==> config.mk <==
export PLATFORM = sky130hd
export DESIGN_NAME = quadrature_hall_position_tracker
export DESIGN_NICKNAME = d
export VERILOG_FILES = /design/src/hw/rtl/qhpt_pkg.sv /design/src/hw/rtl/qhpt_core.sv /design/src/hw/rtl/quadrature_hall_position_tracker.sv
export VERILOG_INCLUDE_DIRS = /design/src /design/src/hw/rtl
export SDC_FILE = /design/constraint.sdc
export NUM_CORES = 1
export LEC_CHECK = 0
export BUFFER_PORTS_ARGS = -buffer_cell sky130_fd_sc_hd__buf_2
export CELL_PAD_IN_SITES_DETAIL_PLACEMENT = 2
export CELL_PAD_IN_SITES_GLOBAL_PLACEMENT = 2
export CORE_MARGIN = 5
export CORE_UTILIZATION = 37
export DETAILED_ROUTE_END_ITERATION = 10
export GPL_TIMING_DRIVEN = 0
export HOLD_SLACK_MARGIN = 0.06
export PLACE_DENSITY_LB_ADDON = 0.1
export SYNTH_ARGS = -nofsm -noshare
export SYNTH_HDL_FRONTEND = slang
export SYNTH_SLANG_ARGS = --single-unit
==> constraint.sdc <==
create_clock -name clk_i -period 16.17 [get_ports clk_i]
set_input_delay 2.4255 -clock clk_i [delete_from_list [all_inputs] [get_ports clk_i]]
set_output_delay 2.4255 -clock clk_i [all_outputs]
set_load 0.005 [all_outputs]
==> src/hw/rtl/assert_macros.svh <==
// ----------------------------------------------------------------------------
// Assertion macros
// Shared concurrent assertion helpers, clocked on clk_i and disabled in reset.
// ----------------------------------------------------------------------------
`ifndef ASSERT_MACROS_SVH
`define ASSERT_MACROS_SVH

// Plain clocked assertion; the enclosing module provides clk_i and rst_ni.
`define ASSERT_CLK(label, prop, msg) \
  label: assert property (@(posedge clk_i) disable iff (!rst_ni) (prop)) \
    else $error(msg);

// Implication checked in the clock cycle after the trigger.
`define ASSERT_NEXT(label, trig, prop, msg) \
  label: assert property (@(posedge clk_i) disable iff (!rst_ni) \
    (trig) |=> (prop)) else $error(msg);

`endif

==> src/hw/rtl/qhpt_pkg.sv <==
// ----------------------------------------------------------------------------
// Quadrature/hall position tracker package
// Widths, event codes, transfer payload types and the hall sector map.
// ----------------------------------------------------------------------------
package qhpt_pkg;

  localparam int ANGLE_BITS  = 32;
  localparam int FINE_BITS   = 16;
  localparam int OUT_BITS    = 32;
  localparam int COUNT_BITS  = 10;
  localparam int SECTOR_BITS = 3;
  localparam int HALL_BITS   = 3;
  localparam int KIND_BITS   = 2;

  localparam logic [COUNT_BITS-1:0] SECTOR_COUNTS_RESET = COUNT_BITS'(78);

  typedef enum logic [KIND_BITS-1:0] {
    KIND_A    = 2'd0,
    KIND_B    = 2'd1,
    KIND_HALL = 2'd2
  } kind_e;

  typedef struct packed {
    logic [KIND_BITS-1:0] kind;
    logic                 rising;
    logic                 other_level;
    logic [HALL_BITS-1:0] hall_bits;
  } event_t;

  typedef struct packed {
    logic [OUT_BITS-1:0]         coarse;
    logic signed [FINE_BITS-1:0] fine;
    logic [SECTOR_BITS-1:0]      sector;
  } result_t;

  // Hall code (I3 I2 I1) to sector; the two impossible codes land on sector 0.
  function automatic logic [SECTOR_BITS-1:0] hall_to_sector(logic [HALL_BITS-1:0] bits);
    logic [SECTOR_BITS-1:0] s;
    case (bits)
      3'd5:    s = 3'd0;
      3'd4:    s = 3'd1;
      3'd6:    s = 3'd2;
      3'd2:    s = 3'd3;
      3'd3:    s = 3'd4;
      3'd1:    s = 3'd5;
      default: s = 3'd0;
    endcase
    return s;
  endfunction

endpackage

==> src/hw/rtl/qhpt_core.sv <==
// ----------------------------------------------------------------------------
// Position tracker core
// Holds fine count, coarse angle and sector, and updates them per event.
// ----------------------------------------------------------------------------
`include "assert_macros.svh"

module qhpt_core (
  input  logic                                 clk_i,
  input  logic                                 rst_ni,
  input  logic                                 step_i,
  input  qhpt_pkg::event_t                     ev_i,
  input  logic [qhpt_pkg::COUNT_BITS-1:0]      sector_counts_i,
  output qhpt_pkg::result_t                    res_o
);

  localparam logic signed [qhpt_pkg::FINE_BITS-1:0] FineMax =
    {1'b0, {(qhpt_pkg::FINE_BITS-1){1'b1}}};
  localparam logic signed [qhpt_pkg::FINE_BITS-1:0] FineMin =
    {1'b1, {(qhpt_pkg::FINE_BITS-1){1'b0}}};

  logic signed [qhpt_pkg::FINE_BITS-1:0]  fine_q, fine_d;
  logic signed [qhpt_pkg::ANGLE_BITS-1:0] coarse_q, coarse_d;
  logic [qhpt_pkg::SECTOR_BITS-1:0]       sector_q, sector_d;
  logic                                   awaiting_q, awaiting_d;

  logic [qhpt_pkg::SECTOR_BITS-1:0] sector_new;
  logic signed [3:0]                diff_raw, diff;
  logic signed [14:0]               sector_step;
  logic                             count_up;

  assign sector_new = qhpt_pkg::hall_to_sector(ev_i.hall_bits);
  assign diff_raw   = signed'({1'b0, sector_new}) - signed'({1'b0, sector_q});

  // A jump of five sectors is really one step the other way around the circle.
  always_comb begin
    if (diff_raw == 4'sd5) begin
      diff = -4'sd1;
    end else if (diff_raw == -4'sd5) begin
      diff = 4'sd1;
    end else begin
      diff = diff_raw;
    end
  end

  assign sector_step = 15'(diff) * 15'(signed'({1'b0, sector_counts_i}));

  // Channel A counts up when its edge disagrees with B; channel B when it agrees.
  assign count_up = (ev_i.kind == qhpt_pkg::KIND_A) ? (ev_i.rising != ev_i.other_level)
                                                   : (ev_i.rising == ev_i.other_level);

  always_comb begin
    fine_d     = fine_q;
    coarse_d   = coarse_q;
    sector_d   = sector_q;
    awaiting_d = awaiting_q;
    if (step_i) begin
      case (qhpt_pkg::kind_e'(ev_i.kind))
        qhpt_pkg::KIND_A, qhpt_pkg::KIND_B: begin
          if (count_up) begin
            if (fine_q != FineMax) fine_d = fine_q + qhpt_pkg::FINE_BITS'(1);
          end else begin
            if (fine_q != FineMin) fine_d = fine_q - qhpt_pkg::FINE_BITS'(1);
          end
        end
        qhpt_pkg::KIND_HALL: begin
          if (awaiting_q) begin
            coarse_d = qhpt_pkg::ANGLE_BITS'(fine_q);
          end else begin
            coarse_d = coarse_q + qhpt_pkg::ANGLE_BITS'(sector_step);
          end
          sector_d   = sector_new;
          fine_d     = '0;
          awaiting_d = 1'b0;
        end
        default: ;
      endcase
    end
  end

  always_ff @(posedge clk_i or negedge rst_ni) begin
    if (!rst_ni) begin
      fine_q     <= '0;
      coarse_q   <= '0;
      sector_q   <= '0;
      awaiting_q <= 1'b1;
    end else begin
      fine_q     <= fine_d;
      coarse_q   <= coarse_d;
      sector_q   <= sector_d;
      awaiting_q <= awaiting_d;
    end
  end

  assign res_o.coarse = qhpt_pkg::OUT_BITS'(coarse_d);
  assign res_o.fine   = fine_d;
  assign res_o.sector = sector_d;

  `ASSERT_NEXT(a_hall_clears_fine, step_i && (ev_i.kind == qhpt_pkg::KIND_HALL),
    (fine_q == '0) && !awaiting_q, "hall event did not clear fine count")
  `ASSERT_NEXT(a_first_stays_done, !awaiting_q, !awaiting_q,
    "first-edge flag came back")
  `ASSERT_NEXT(a_idle_holds_state, !step_i,
    $stable(fine_q) && $stable(coarse_q) && $stable(sector_q),
    "state moved without an event")

endmodule

==> src/hw/rtl/quadrature_hall_position_tracker.sv <==
// ----------------------------------------------------------------------------
// Quadrature/hall position tracker
// Tracks rotor angle in 10/13 degree units from encoder and hall edge events.
// ----------------------------------------------------------------------------
// Usage:
//   Input channel (in_valid_i / in_stall_o) carries one edge event per
//   transfer: kind (A edge, B edge, hall edge), edge polarity, the other
//   encoder channel's level and the three hall bits.
//   Output channel (out_valid_o / out_stall_i) returns one result per event:
//   the angle (coarse angle plus fine count) and the stored hall sector.
//   The configuration channel (cfg_valid_i / cfg_ready_o) writes the encoder
//   counts per hall sector; write it only while no event is in flight.
//   An input transfer passes through the input register, then the single-pass
//   update that loads the result register, before out_valid_o rises.
//   Throughput is one event per cycle while the receiver does not stall,
//   bounded by the single-register state update loop.
//   When the receiver stalls, the result register holds and the input
//   register keeps one more event; in_stall_o rises once both are full.
//   Reset clears the angle state, sets sector 0, arms the first-hall load
//   and sets the counts per sector to 78.
// ----------------------------------------------------------------------------
`include "assert_macros.svh"

module quadrature_hall_position_tracker (
  input  logic                                    clk_i,
  input  logic                                    rst_ni,
  input  logic                                    in_valid_i,
  output logic                                    in_stall_o,
  input  logic [qhpt_pkg::KIND_BITS-1:0]          kind_i,
  input  logic                                    rising_i,
  input  logic                                    other_level_i,
  input  logic [qhpt_pkg::HALL_BITS-1:0]          hall_bits_i,
  output logic                                    out_valid_o,
  input  logic                                    out_stall_i,
  output logic signed [qhpt_pkg::OUT_BITS-1:0]    angle_o,
  output logic [qhpt_pkg::SECTOR_BITS-1:0]        sector_o,
  input  logic                                    cfg_valid_i,
  output logic                                    cfg_ready_o,
  input  logic [qhpt_pkg::COUNT_BITS-1:0]         cfg_sector_counts_i
);

  logic                              in_valid_q;
  qhpt_pkg::event_t                  ev_q;
  logic                              out_valid_q;
  qhpt_pkg::result_t                 res_q, res_d;
  logic [qhpt_pkg::COUNT_BITS-1:0]   sector_counts_q;
  logic                              out_free, advance, in_take;

  assign out_free   = !out_valid_q || !out_stall_i;
  assign advance    = in_valid_q && out_free;
  assign in_stall_o = in_valid_q && !out_free;
  assign in_take    = in_valid_i && !in_stall_o;

  assign cfg_ready_o = 1'b1;

  always_ff @(posedge clk_i or negedge rst_ni) begin
    if (!rst_ni) begin
      sector_counts_q <= qhpt_pkg::SECTOR_COUNTS_RESET;
    end else if (cfg_valid_i && cfg_ready_o) begin
      sector_counts_q <= cfg_sector_counts_i;
    end
  end

  always_ff @(posedge clk_i or negedge rst_ni) begin
    if (!rst_ni) begin
      in_valid_q <= 1'b0;
    end else if (out_free || !in_valid_q) begin
      in_valid_q <= in_valid_i;
    end
  end

  always_ff @(posedge clk_i) begin
    if (in_take) begin
      ev_q.kind        <= kind_i;
      ev_q.rising      <= rising_i;
      ev_q.other_level <= other_level_i;
      ev_q.hall_bits   <= hall_bits_i;
    end
  end

  qhpt_core u_core (
    .clk_i           (clk_i),
    .rst_ni          (rst_ni),
    .step_i          (advance),
    .ev_i            (ev_q),
    .sector_counts_i (sector_counts_q),
    .res_o           (res_d)
  );

  always_ff @(posedge clk_i or negedge rst_ni) begin
    if (!rst_ni) begin
      out_valid_q <= 1'b0;
    end else if (out_free) begin
      out_valid_q <= in_valid_q;
    end
  end

  always_ff @(posedge clk_i) begin
    if (advance) begin
      res_q <= res_d;
    end
  end

  // The final add of coarse angle and fine count sits after the result register.
  assign out_valid_o = out_valid_q;
  assign angle_o     = res_q.coarse + qhpt_pkg::OUT_BITS'($signed(res_q.fine));
  assign sector_o    = res_q.sector;

  `ASSERT_NEXT(a_advance_gives_result, advance, out_valid_o,
    "event advanced but no result followed")
  `ASSERT_CLK(a_stall_only_when_full, !in_stall_o || (out_valid_o && out_stall_i),
    "input stalled while the result register could take a transfer")
  `ASSERT_CLK(a_empty_never_stalls, in_valid_q || !in_stall_o,
    "input stalled with an empty input register")

endmodule

* Word-level counts from Yosys, hierarchy flattened *
Cells that the tools add are included.

storage, ports and cells
  register bits = 122
  input port bits = 22
  output and inout port bits = 38
  logic and storage cells = 60

operators by class
  $add $sub $neg = 5
  multiply operators = 1
  eq/ne operators = 13
  mux-type cells = 14
  reductions and logical operators = 13

operators with widths
  kind                                                                   number
  32-bit 2-to-1 mux                                                      3
  16-bit 2-to-1 mux                                                      4
  32-bit by 15-bit adder with 32-bit output                              1
  32-bit adder                                                           1
  16-bit inequality test, second input constant                          2
  16-bit case mux with 2 select lines                                    1
  16-bit by 2-bit adder with 16-bit output, second input constant        1
  16-bit by 2-bit subtractor with 16-bit output, second input constant   1
  4-bit by 11-bit multiplier with 15-bit output                          1
  3-bit case mux with 5 select lines                                     1
  4-bit equality test, second input constant                             2
  4-bit 2-to-1 mux                                                       2
  3-bit by 2-bit equality test with 1-bit output, second input constant  2
  3-bit equality test, second input constant                             2
  3-bit 2-to-1 mux                                                       2
  1-bit logical NOT                                                      5
  3-bit by 3-bit subtractor with 4-bit output                            1
  3-bit by 1-bit equality test with 1-bit output, second input constant  1
  1-bit logical AND                                                      3
  2-bit by 1-bit equality test with 1-bit output, second input constant  1
  2-bit equality test, second input constant                             1
  2-bit logical NOT                                                      1
  1-bit logical OR                                                       2
  2-bit AND reduction                                                    1
  other kinds (4)                                                        4

* Longest topological paths before layout *
Gate-level depths: netlist (run 1).

  depth in word-level cells = 11
  gate-level depth with buffers = 26
  mapped depth without buffers = 26

* By module *
A second synthesis (run 1) with hierarchy kept.

second synthesis, totals
  cells, all modules = 1025
  area, all modules = 9829.4 um^2

modules (own cells, without submodules)
  module                            times used  cells an instance  area an instance (um^2)  sequential area each (um^2)
  qhpt_core                         1           723                6063.3                   1302.5
  quadrature_hall_position_tracker  1           302                3766.1                   2047.0

* Worst setup path before layout (run 1) *
No wires, ideal clock.

  kind = reg2reg
  start point = reg ev_q[0] (netlist name)
  end point = reg res_q[49] (netlist name), data pin
  library setup time = 0.266 ns
  arrival = 6.023 ns
  required time = 15.904 ns
  path slack = 9.881 ns
  cell stages (with the launch flop) = 25
  path buffers = 1
  clock period less this slack = 6.289 ns
  path through = edfxtp_1 xor2_1 o21ai_0 ha_1 inv_1 fa_1 xor2_1 nor2b_1 a21oi_1 o21a_1 clkbuf_1 inv_1 fa_1 inv_1 fa_1 fa_1 fa_1 nand2b_1 a21oi_1 o21ai_1 a21oi_1 o21ai_1 o31ai_1 xor2_1 a221o_1

RTL lines
  element               line                                     source
  from (decl)           quadrature_hall_position_tracker.sv:43   qhpt_pkg::event_t ev_q;
  to (signal assigned)  quadrature_hall_position_tracker.sv:100  res_q <= res_d;
  to (decl)             quadrature_hall_position_tracker.sv:45   qhpt_pkg::result_t res_q, res_d;

==> results.sh, run 1 <==
export IMPL_grt_start_max_net_pins=39
export IMPL_via_per_inst=5.57
export IMPL_clock_sinks=122
export IMPL_synth_seq_area_share=0.334
export IMPL_die_h_um=175
export IMPL_fmax_ghz=0.120
export IMPL_placeableCoreArea_um2=26800
export IMPL_cp_arrival_ns=8.51
export IMPL_synth_ff_type="dfrtp_1"
export IMPL_synthesis_nets=1234
export IMPL_grtUsageTotal=0.207
export IMPL_finalHoldViolCount=0
export IMPL_clkSlewWorstSetupHoldPaths_ns=0.06
export IMPL_drc=0
export IMPL_dr_pass1_iters=4
export IMPL_overflow=0
export IMPL_crit_path_frequent_cell="fa_1"
export IMPL_async_flop_share=0.525
export IMPL_ys_seq_elements=122
export IMPL_layout_common_cells="118 x ha_1, 90 x inv_1, 75 x nor2_1"
export IMPL_via_count=8329
export IMPL_cts_path_max_buffers=2
export IMPL_insertion_delay_ns=0.42
export IMPL_htree_num_levels=4
export IMPL_synth_edf_count=58
export IMPL_syn_inst=1063
export IMPL_cp_required_ns=16.32
export IMPL_path_cells="xor2_1 -> o21ai_0 -> ha_1 -> inv_1 -> fa_1 -> xor2_1 -> nor2b_1 -> a21oi_1 -> o21a_1 -> clkbuf_1 -> inv_1 -> fa_1 -> inv_1 -> fa_1 -> fa_1 -> fa_1 -> nand2b_1 -> a21oi_1 -> o21ai_1 -> a21oi_1 -> o21ai_1 -> o31ai_1 -> xor2_1 -> a221o_1"
export IMPL_die_area_um2=30500
export IMPL_io_pins=60
export IMPL_nets=1313
export IMPL_first_global_vias=9134
export IMPL_worst_slew_pin_transition_ns=1.31
export IMPL_ant_nets=0
export IMPL_yosysWarnings=0
export IMPL_crit_type="reg2reg"
export IMPL_wl_per_cell_um=20.9
export IMPL_layout_commonest_cell="ha_1"
export IMPL_fill_cells=2951
export IMPL_setup_viol=0
export IMPL_slew_headroom=0.119
export IMPL_setup_tns_final_ns=0
export IMPL_io_buffers=57
export IMPL_root_buffer="clkbuf_16"
export IMPL_diodes=0
export IMPL_synth_area_per_cell_um2=9.45
export IMPL_drtIter0Drc=367
export IMPL_place_gp_congestion=0.821
export IMPL_postCtsSetupRepairBufs=0
export IMPL_antenna_found_initial=0
export IMPL_cts_buffers=17
export IMPL_cpMaxStageDelayCell="inv_1"
export IMPL_area_growth_pct=13.6
export IMPL_cap_viol_max_count=0
export IMPL_min_path_type="reg2reg"
export IMPL_cts_repair_resized=0
export IMPL_finClkSkew_ns=0.0105
export IMPL_dieWidth_um=175
export IMPL_detailed_place_hpwl_um=24400
export IMPL_finalCritPeriodShare=0.517
export IMPL_syn_area_um2=10000
export IMPL_slowest_delay_ns=0.78
export IMPL_start_kind="register"
export IMPL_drive_gt1_frac=0.118
export IMPL_synthDistinctLibCells=76
export IMPL_finalMaxSlewViolations=0
export IMPL_cts_hold_fix_buffers=0
export IMPL_finalWirelength_um=31300
export IMPL_status="completed"
export IMPL_start_util=0.375
export IMPL_final_min_clock_period_ns=8.37
export IMPL_crit_fanout=19
export IMPL_rsz0062_at_grt="false"
export IMPL_worstSetupEndpointType="register"
export IMPL_cts_tree="done"
export IMPL_row_count=60
export IMPL_grt_pass1_wl_um=50300
area by class of cell:
| class | count | area [um2] | share of cell area |
|---|---|---|---|
| flip-flops and latches | 122 | 3350 | 0.294 |
| inverters | 92 | 345 | 0.0303 |
| clock inverters | 14 | 150 | 0.0132 |
| repair buffers | 60 | 347 | 0.0304 |
| clock buffers | 18 | 439 | 0.0385 |
| multi-input cells | 807 | 6170 | 0.541 |
| plain buffers | 42 | 176 | 0.0155 |
| well taps | 341 | 427 | 0.0374 |
state kept, by name, summed over array words and instances (netlist names), 3 cells and up:
signal / count
sector_counts_q: 10
u_core.coarse_q: 32
u_core.fine_q: 16
res_q: 48
sector_o: 3
ev_q: 7
u_core.sector_q: 3
cells in the mapped netlist (4+ instances only):
library cell  count  area (um2)
nand2b_1          9        56.3
o21a_1           16         120
ha_1            118        1480
o211ai_1         10        75.1
buf_4             4        30.0
nor2b_1          20         125
and3_1           11        68.8
dfstp_2           5         131
inv_1            91         342
a31oi_1          10        62.6
nor2_1           75         282
nand4_1          12        75.1
o31ai_1           4        30.0
a221oi_1          4        35.0
a211oi_1         11        82.6
clkbuf_1         34         128
a21o_1           27         203
a221o_1           5        50.1
dfrtp_1          59        1480
nand3_1          20         100
o21ai_0          57         285
nand2_1          66         248
xnor2_1          31         272
a21boi_0          4        30.0
and2_1           27         169
or4_1             5        37.5
fa_1             31         621
mux2i_1          16         160
and4_1            5        43.8
xor2_1           18         158
mux2_2           13         146
o21ai_1          22         110
edfxtp_1         58        1740
nor4_1            6        37.5
or2_2             5        31.3
o21bai_1          8        60.1
nor3b_1           6        45.0
nor3_1           22         110
a21oi_1          63         315
nand3b_1          4        30.0
per-stage QoR:
| stage | instance area (um2) | cells | worst slack [ns] | hold slack (ns) | utilization |
|---|---|---|---|---|---|
| final | 11400 | 1496 | 7.80 | 0.500 | 0.426 |
| after global routing | 11400 | 1496 | 7.33 | 0.540 | 0.426 |
| after CTS | 11400 | 1496 | 7.53 | 0.502 | 0.426 |
| after detailed placement | 10800 | 1464 | 7.75 | 0.489 | 0.404 |
| after global placement | 10800 | 1461 | 7.93 | 0.467 | 0.401 |
| after floorplan | 10000 | 1063 | 9.88 | 0.456 | - |
cell families after synthesis:
family	after synthesis	share of synthesized area
xor+xnor	49	0.0427
flops	122	0.334
mux	29	0.0305
compound gates	272	0.174
simple gates	307	0.158
fa+ha+maj	149	0.209
buf+inv	134	0.0520
other cells	1	0.000373
per-layer routing:
layer	GRT usage	part of all wire	vias to the layer above
met2	0.369	0.50	83
met5	0	0	-
met3	0.0210	0.021	13
li1	-	-	3983
met4	0.0439	0.0076	0
met1	0.275	0.47	4250
final timing paths:
check	start	endpoint	slack, ns	cells past startpoint
min	in_valid_q	out_valid_o	0.50	1
max	ev_q[0]	res_q[49]	7.80	24
min in group asynchronous	rst_ni	in_valid_q	1.95	1
max reg2reg	ev_q[0]	res_q[49]	7.80	24
max in group asynchronous	rst_ni	sector_counts_q[6]	13.60	2
min reg2reg	in_valid_q	out_valid_o	0.50	1
worst max-delay path: cells and delay by family, from the launching register on:
kind	cells	cell delay [ns]
buffers and inverters	4	1.26
flip-flops	1	0.44
AO/OA/AOI/OAI	9	2.54
XOR/XNOR	3	0.77
adder cells (fa/ha/maj)	6	2.61
AND/OR/NAND/NOR	2	0.48
Power of run 1 is not shown: default switching activity piles up to over one toggle a cycle in this logic, so the estimate is an artifact.
==> inputs of run 2 (changes only) <==
- ABC_AREA: unset -> 1
- clock period: 16.17 -> 8.4 ns (I/O delays scaled with it)
==> run 2 against run 1 <==
Final cell count is 38% higher. Flip-flop and latch count unchanged. Synthesized cell count grew 48%. Synthesized area up 13%.
==> results.sh, run 2 <==
export IMPL_finalMaxSlewViolations=0
export IMPL_via_per_inst=5.25
export IMPL_drive_gt1_frac=0.0841
export IMPL_final_min_clock_period_ns=6.87
export IMPL_synth_edf_count=58
export IMPL_finClkSkew_ns=0.0137
export IMPL_min_path_type="reg2reg"
export IMPL_reg_largest_list="res_q (48), u_core.coarse_q (32), u_core.fine_q (16)"
export IMPL_grt_util_met3=0.0320
export IMPL_postCtsSetupRepairBufs=0
export IMPL_cap_viol_max_count=0
export IMPL_start_kind="register"
export IMPL_fill_cells=3651
export IMPL_netlist_area_leader_share=0.154
export IMPL_via_count=10800
export IMPL_cts_path_max_buffers=2
export IMPL_cp_top_family="adder cells"
export IMPL_insertion_delay_ns=0.44
export IMPL_ant_nets=0
export IMPL_wl_per_cell_um=20.0
export IMPL_synthTopCellsByArea="edfxtp_1 15%, nand2_1 14%, dfrtp_1 13%, ha_1 13%, inv_1 8.5%"
export IMPL_drtIter0Drc=530
export IMPL_die_h_um=185
export IMPL_clkSlewWorstSetupHoldPaths_ns=0.06
export IMPL_synthDistinctLibCells=44
export IMPL_setup_viol=0
export IMPL_cts_repair_resized=0
export IMPL_cp_required_ns=8.66
export IMPL_overflow=0
export IMPL_io_pins=60
export IMPL_first_global_vias=12300
export IMPL_antenna_found_initial=1
export IMPL_crit_type="reg2reg"
export IMPL_syn_area_um2=11300
export IMPL_htree_num_levels=4
export IMPL_layout_commonest_cell="nand2_1"
export IMPL_io_buffers=57
export IMPL_synth_top_area_cell="edfxtp_1"
export IMPL_layout_common_cells="416 x nand2_1, 255 x inv_1, 184 x nor2_1"
export IMPL_area_growth_pct=13.0
export IMPL_syn_inst=1575
export IMPL_status="completed"
export IMPL_cts_tree="done"
export IMPL_drc=0
export IMPL_cp_num_buf_inv=7
export IMPL_grt_start_max_net_pins=61
export IMPL_clock_sinks=122
export IMPL_nets=1823
export IMPL_root_buffer="clkbuf_16"
export IMPL_async_flop_share=0.525
export IMPL_synth_ff_type="dfrtp_1"
export IMPL_worst_slew_pin_transition_ns=0.831
export IMPL_diodes=0
export IMPL_crit_path_frequent_cell="nand2_1"
export IMPL_synth_seq_area_share=0.296
export IMPL_place_gp_congestion=0.885
export IMPL_grtUsageTotal=0.250
export IMPL_start_util=0.373
export IMPL_grtUsageMet2=0.441
export IMPL_use_met1=0.327
export IMPL_die_area_um2=34200
export IMPL_grt_busiest_layer="met2"
export IMPL_setup_tns_final_ns=0
export IMPL_synth_commonest_cells="416 x nand2_1, 255 x inv_1, 184 x nor2_1"
export IMPL_cp_arrival_ns=7.13
export IMPL_finalHoldViolCount=0
export IMPL_fmax_ghz=0.145
export IMPL_synth_area_per_cell_um2=7.18
export IMPL_crit_fanout=23
export IMPL_grt_pass1_wl_um=66900
export IMPL_placeableCoreArea_um2=30300
export IMPL_rsz0062_at_grt="false"
export IMPL_cpMaxStageDelayCell="fa_1"
export IMPL_slew_headroom=0.446
export IMPL_finalWirelength_um=41200
export IMPL_worstSetupEndpointType="register"
export IMPL_cts_hold_fix_buffers=0
export IMPL_synth_most_common_cell="nand2_1"
export IMPL_slowest_delay_ns=0.54
export IMPL_dr_pass1_iters=5
export IMPL_largest_reg_flops=48
export IMPL_finalCritPeriodShare=0.818
export IMPL_row_count=64
export IMPL_dieWidth_um=185
export IMPL_yosysWarnings=0
export IMPL_top_register="res_q"
export IMPL_ys_seq_elements=122
export IMPL_synthesis_nets=1746
export IMPL_cts_buffers=17
export IMPL_detailed_place_hpwl_um=33500
[run 2: final timing paths]
| kind | start | endpoint | slack (ns) | cells past startpoint |
|---|---|---|---|---|
| max | ev_q[0] | res_q[49] | 1.53 | 32 |
| max reg2reg | ev_q[0] | res_q[49] | 1.53 | 32 |
| min reg2reg | in_valid_q | out_valid_o | 0.52 | 2 |
| max in group asynchronous | rst_ni | u_core.awaiting_q | 6.99 | 2 |
| min | in_valid_q | out_valid_o | 0.52 | 2 |
| min in group asynchronous | rst_ni | u_core.fine_q[11] | 0.77 | 1 |
[run 2: cell type report]
class / instances / area (um2) / share of cell area
clock inverters: 13 / 218 / 0.0170
flip-flops and latches: 122 / 3350 / 0.262
clock buffers: 18 / 439 / 0.0344
repair buffers: 58 / 315 / 0.0247
multi-input cells: 1165 / 6830 / 0.534
inverters: 258 / 968 / 0.0758
plain buffers: 30 / 164 / 0.0128
well taps: 396 / 495 / 0.0388
[run 2: kinds of logic after synthesis]
group / after synthesis / synth area share
fa+ha+maj: 149 / 0.185
xor+xnor: 48 / 0.0392
buf+inv: 288 / 0.0999
flops: 122 / 0.296
other cells: 1 / 0.000332
compound gates: 203 / 0.0978
simple gates: 764 / 0.281
[run 2: metrics by stage]
step	util	instances	worst slack, ns	hold WS (ns)	area (um2)
floorplan	-	1575	2.94	0.465	11300
global placement	0.398	2028	1.76	0.479	12100
detailed placement	0.399	2029	1.46	0.508	12100
CTS	0.421	2060	1.36	0.523	12800
global route	0.421	2060	0.929	0.540	12800
finish	0.421	2060	1.53	0.516	12800
[run 2: worst reg2reg max path: cells and delay by family, from the launching register on]
| family | cells | cell delay (ns) |
|---|---|---|
| flip-flops | 1 | 0.41 |
| adder cells (fa/ha/maj) | 6 | 2.54 |
| AND/OR/NAND/NOR | 18 | 2.51 |
| AO/OA/AOI/OAI | 1 | 0.25 |
| buffers and inverters | 7 | 0.99 |
[run 2: routing by layer]
metal	vias to the layer above	share of wire
met3	45	0.029
met5	-	0
li1	5190	-
met2	160	0.50
met1	5428	0.46
met4	0	0.019
Power of run 2 is left out for the same reason.
==> inputs of run 3 (changes only) <==
- clock period: 8.4 -> 6.5 ns (I/O delays scaled with it)
==> run 3 against run 2 <==
Non-clock buffer count grew 3. Routed wire length grew 1.9%. Sequential share of layout area shrank 0.34 points. Flip-flop and latch count is the same. First-iteration DRC count grew 1.3%. Die area is the same. Highest routed layer unchanged.
==> results.sh, run 3 (synthesized netlist as in run 2, its figures left out) <==
export IMPL_status="completed"
export IMPL_place_gp_congestion=0.885
export IMPL_cp_top_family="adder cells"
export IMPL_clock_sinks=122
export IMPL_finClkSkew_ns=0.0129
export IMPL_layout_commonest_cell="nand2_1"
export IMPL_layout_cells_non_filler=2064
export IMPL_crit_fanout=9
export IMPL_diodes=0
export IMPL_cts_hold_fix_buffers=0
export IMPL_utilization=0.427
export IMPL_drc=0
export IMPL_placeableCoreArea_um2=30300
export IMPL_rsz0062_at_grt="true"
export IMPL_finalMaxSlewViolations=0
export IMPL_drtIter0Drc=537
export IMPL_htree_num_levels=4
export IMPL_die_h_um=185
export IMPL_nets=1827
export IMPL_min_path_type="in2async"
export IMPL_finalCritPeriodShare=0.953
export IMPL_die_area_um2=34200
export IMPL_slew_headroom=0.449
export IMPL_slowest_delay_ns=0.53
export IMPL_setup_viol=0
export IMPL_crit_type="reg2reg"
export IMPL_final_min_clock_period_ns=6.19
export IMPL_fmax_ghz=0.161
export IMPL_root_buffer="clkbuf_16"
export IMPL_worstSetupEndpointType="register"
export IMPL_cp_required_ns=6.73
export IMPL_largest_reg_flops=48
export IMPL_cp_arrival_ns=6.42
export IMPL_cts_buffers=17
export IMPL_io_buffers=57
export IMPL_finalHoldViolCount=0
export IMPL_insertion_delay_ns=0.44
export IMPL_overflow=0
export IMPL_layout_common_cells="411 x nand2_1, 254 x inv_1, 177 x nor2_1"
export IMPL_dr_pass1_iters=5
export IMPL_ant_nets=0
export IMPL_antenna_found_initial=1
export IMPL_finalWirelength_um=42000
export IMPL_io_pins=60
export IMPL_start_kind="register"
export IMPL_row_count=64
export IMPL_cpMaxStageDelayCell="fa_1"
export IMPL_grt_start_max_net_pins=61
export IMPL_cts_path_max_buffers=2
export IMPL_dieWidth_um=185
export IMPL_via_count=10900
export IMPL_area_growth_pct=14.5
export IMPL_cap_viol_max_count=0
export IMPL_detailed_place_hpwl_um=33500
export IMPL_top_register="res_q"
export IMPL_grt_pass1_wl_um=67900
export IMPL_first_global_vias=12400
export IMPL_worst_slew_pin_transition_ns=0.827
export IMPL_grtUsageTotal=0.254
export IMPL_drive_gt1_frac=0.105
export IMPL_cts_tree="done"
export IMPL_start_util=0.373
export IMPL_cp_num_buf_inv=4
export IMPL_clkSlewWorstSetupHoldPaths_ns=0.06
export IMPL_via_per_inst=5.27
export IMPL_placedCellCount=2029
export IMPL_wl_per_cell_um=20.3
export IMPL_reg_largest_list="res_q (48), u_core.coarse_q (32), u_core.fine_q (16)"
[run 3: changes by cell type in the layout (fill, tap and decap cells not counted), moves of 2 or more]
cell / delta
a21oi_2: +12
nand2_1: -5
a21oi_1: -13
nor2_2: +7
ha_1: -2
nand3_1: -2
buf_4: +4
nand3_2: +2
nand2_4: +3
o21ai_1: +2
ha_2: +2
nand2_2: +2
nor2_1: -7
o21ai_0: -2
[run 3: timing repair]
| action | in CTS | in global routing |
|---|---|---|
| setup endpoints to repair | 48 | 47 |
| resized for setup | 11 | 30 |
| buffers inserted | 2 | 1 |
| gates cloned | 1 | 0 |
| pin swaps | 1 | 1 |
[run 3: area by class of cell]
class	count	area [um2]
Clock inverter	13	218
Clock buffer	18	439
Timing Repair Buffer	61	338
Multi-Input combinational cell	1166	6960
Tap cell	396	495
Sequential cell	122	3350
Inverter	258	975
Fill cell	3628	17400
Buffer	30	166
[run 3: metal layers]
metal / up-vias / global-route usage / part of all wire
met5: - / 0 / 0
met1: 5473 / 0.331 / 0.45
li1: 5198 / - / -
met2: 157 / 0.446 / 0.49
met3: 47 / 0.0324 / 0.029
met4: 0 / 0.0699 / 0.025
[run 3: final timing paths]
path / start / end / slack, ns / cells past startpoint
hold / removal: rst_ni / u_core.fine_q[11] / 0.48 / 1
max in group asynchronous: rst_ni / u_core.awaiting_q / 5.38 / 2
setup reg to reg: ev_q[2] / res_q[31] / 0.31 / 27
setup / recovery: ev_q[2] / res_q[31] / 0.31 / 27
min in group clk_i: in_valid_q / out_valid_o / 0.52 / 2
hold reg to reg: in_valid_q / out_valid_o / 0.52 / 2
[run 3: worst reg2reg max path: cells and delay by family (launching register included)]
| kind | cells | cell delay [ns] |
|---|---|---|
| and+or+nand+nor | 13 | 1.90 |
| AOI/OAI and AO/OA | 3 | 0.55 |
| DFF | 1 | 0.44 |
| buffers and inverters | 4 | 0.28 |
| adders and majority gates | 6 | 2.53 |
| xor gates and xnor gates | 1 | 0.27 |
[run 3: stage by stage]
step           hold slack [ns]  setup TNS [ns]  instance area (um2)  setup WS (ns)
5_1_grt                  0.504         -0.0379                12900        -0.0345
4_1_cts                  0.493               0                12800         0.0105
6_report                 0.482               0                12900          0.307
3_5_place_dp             0.508           -9.17                12100         -0.435
2_1_floorplan            0.465               0                11300           1.04
3_3_place_gp             0.479          -0.730                12100         -0.135
Power of run 3 is left out for the same reason.
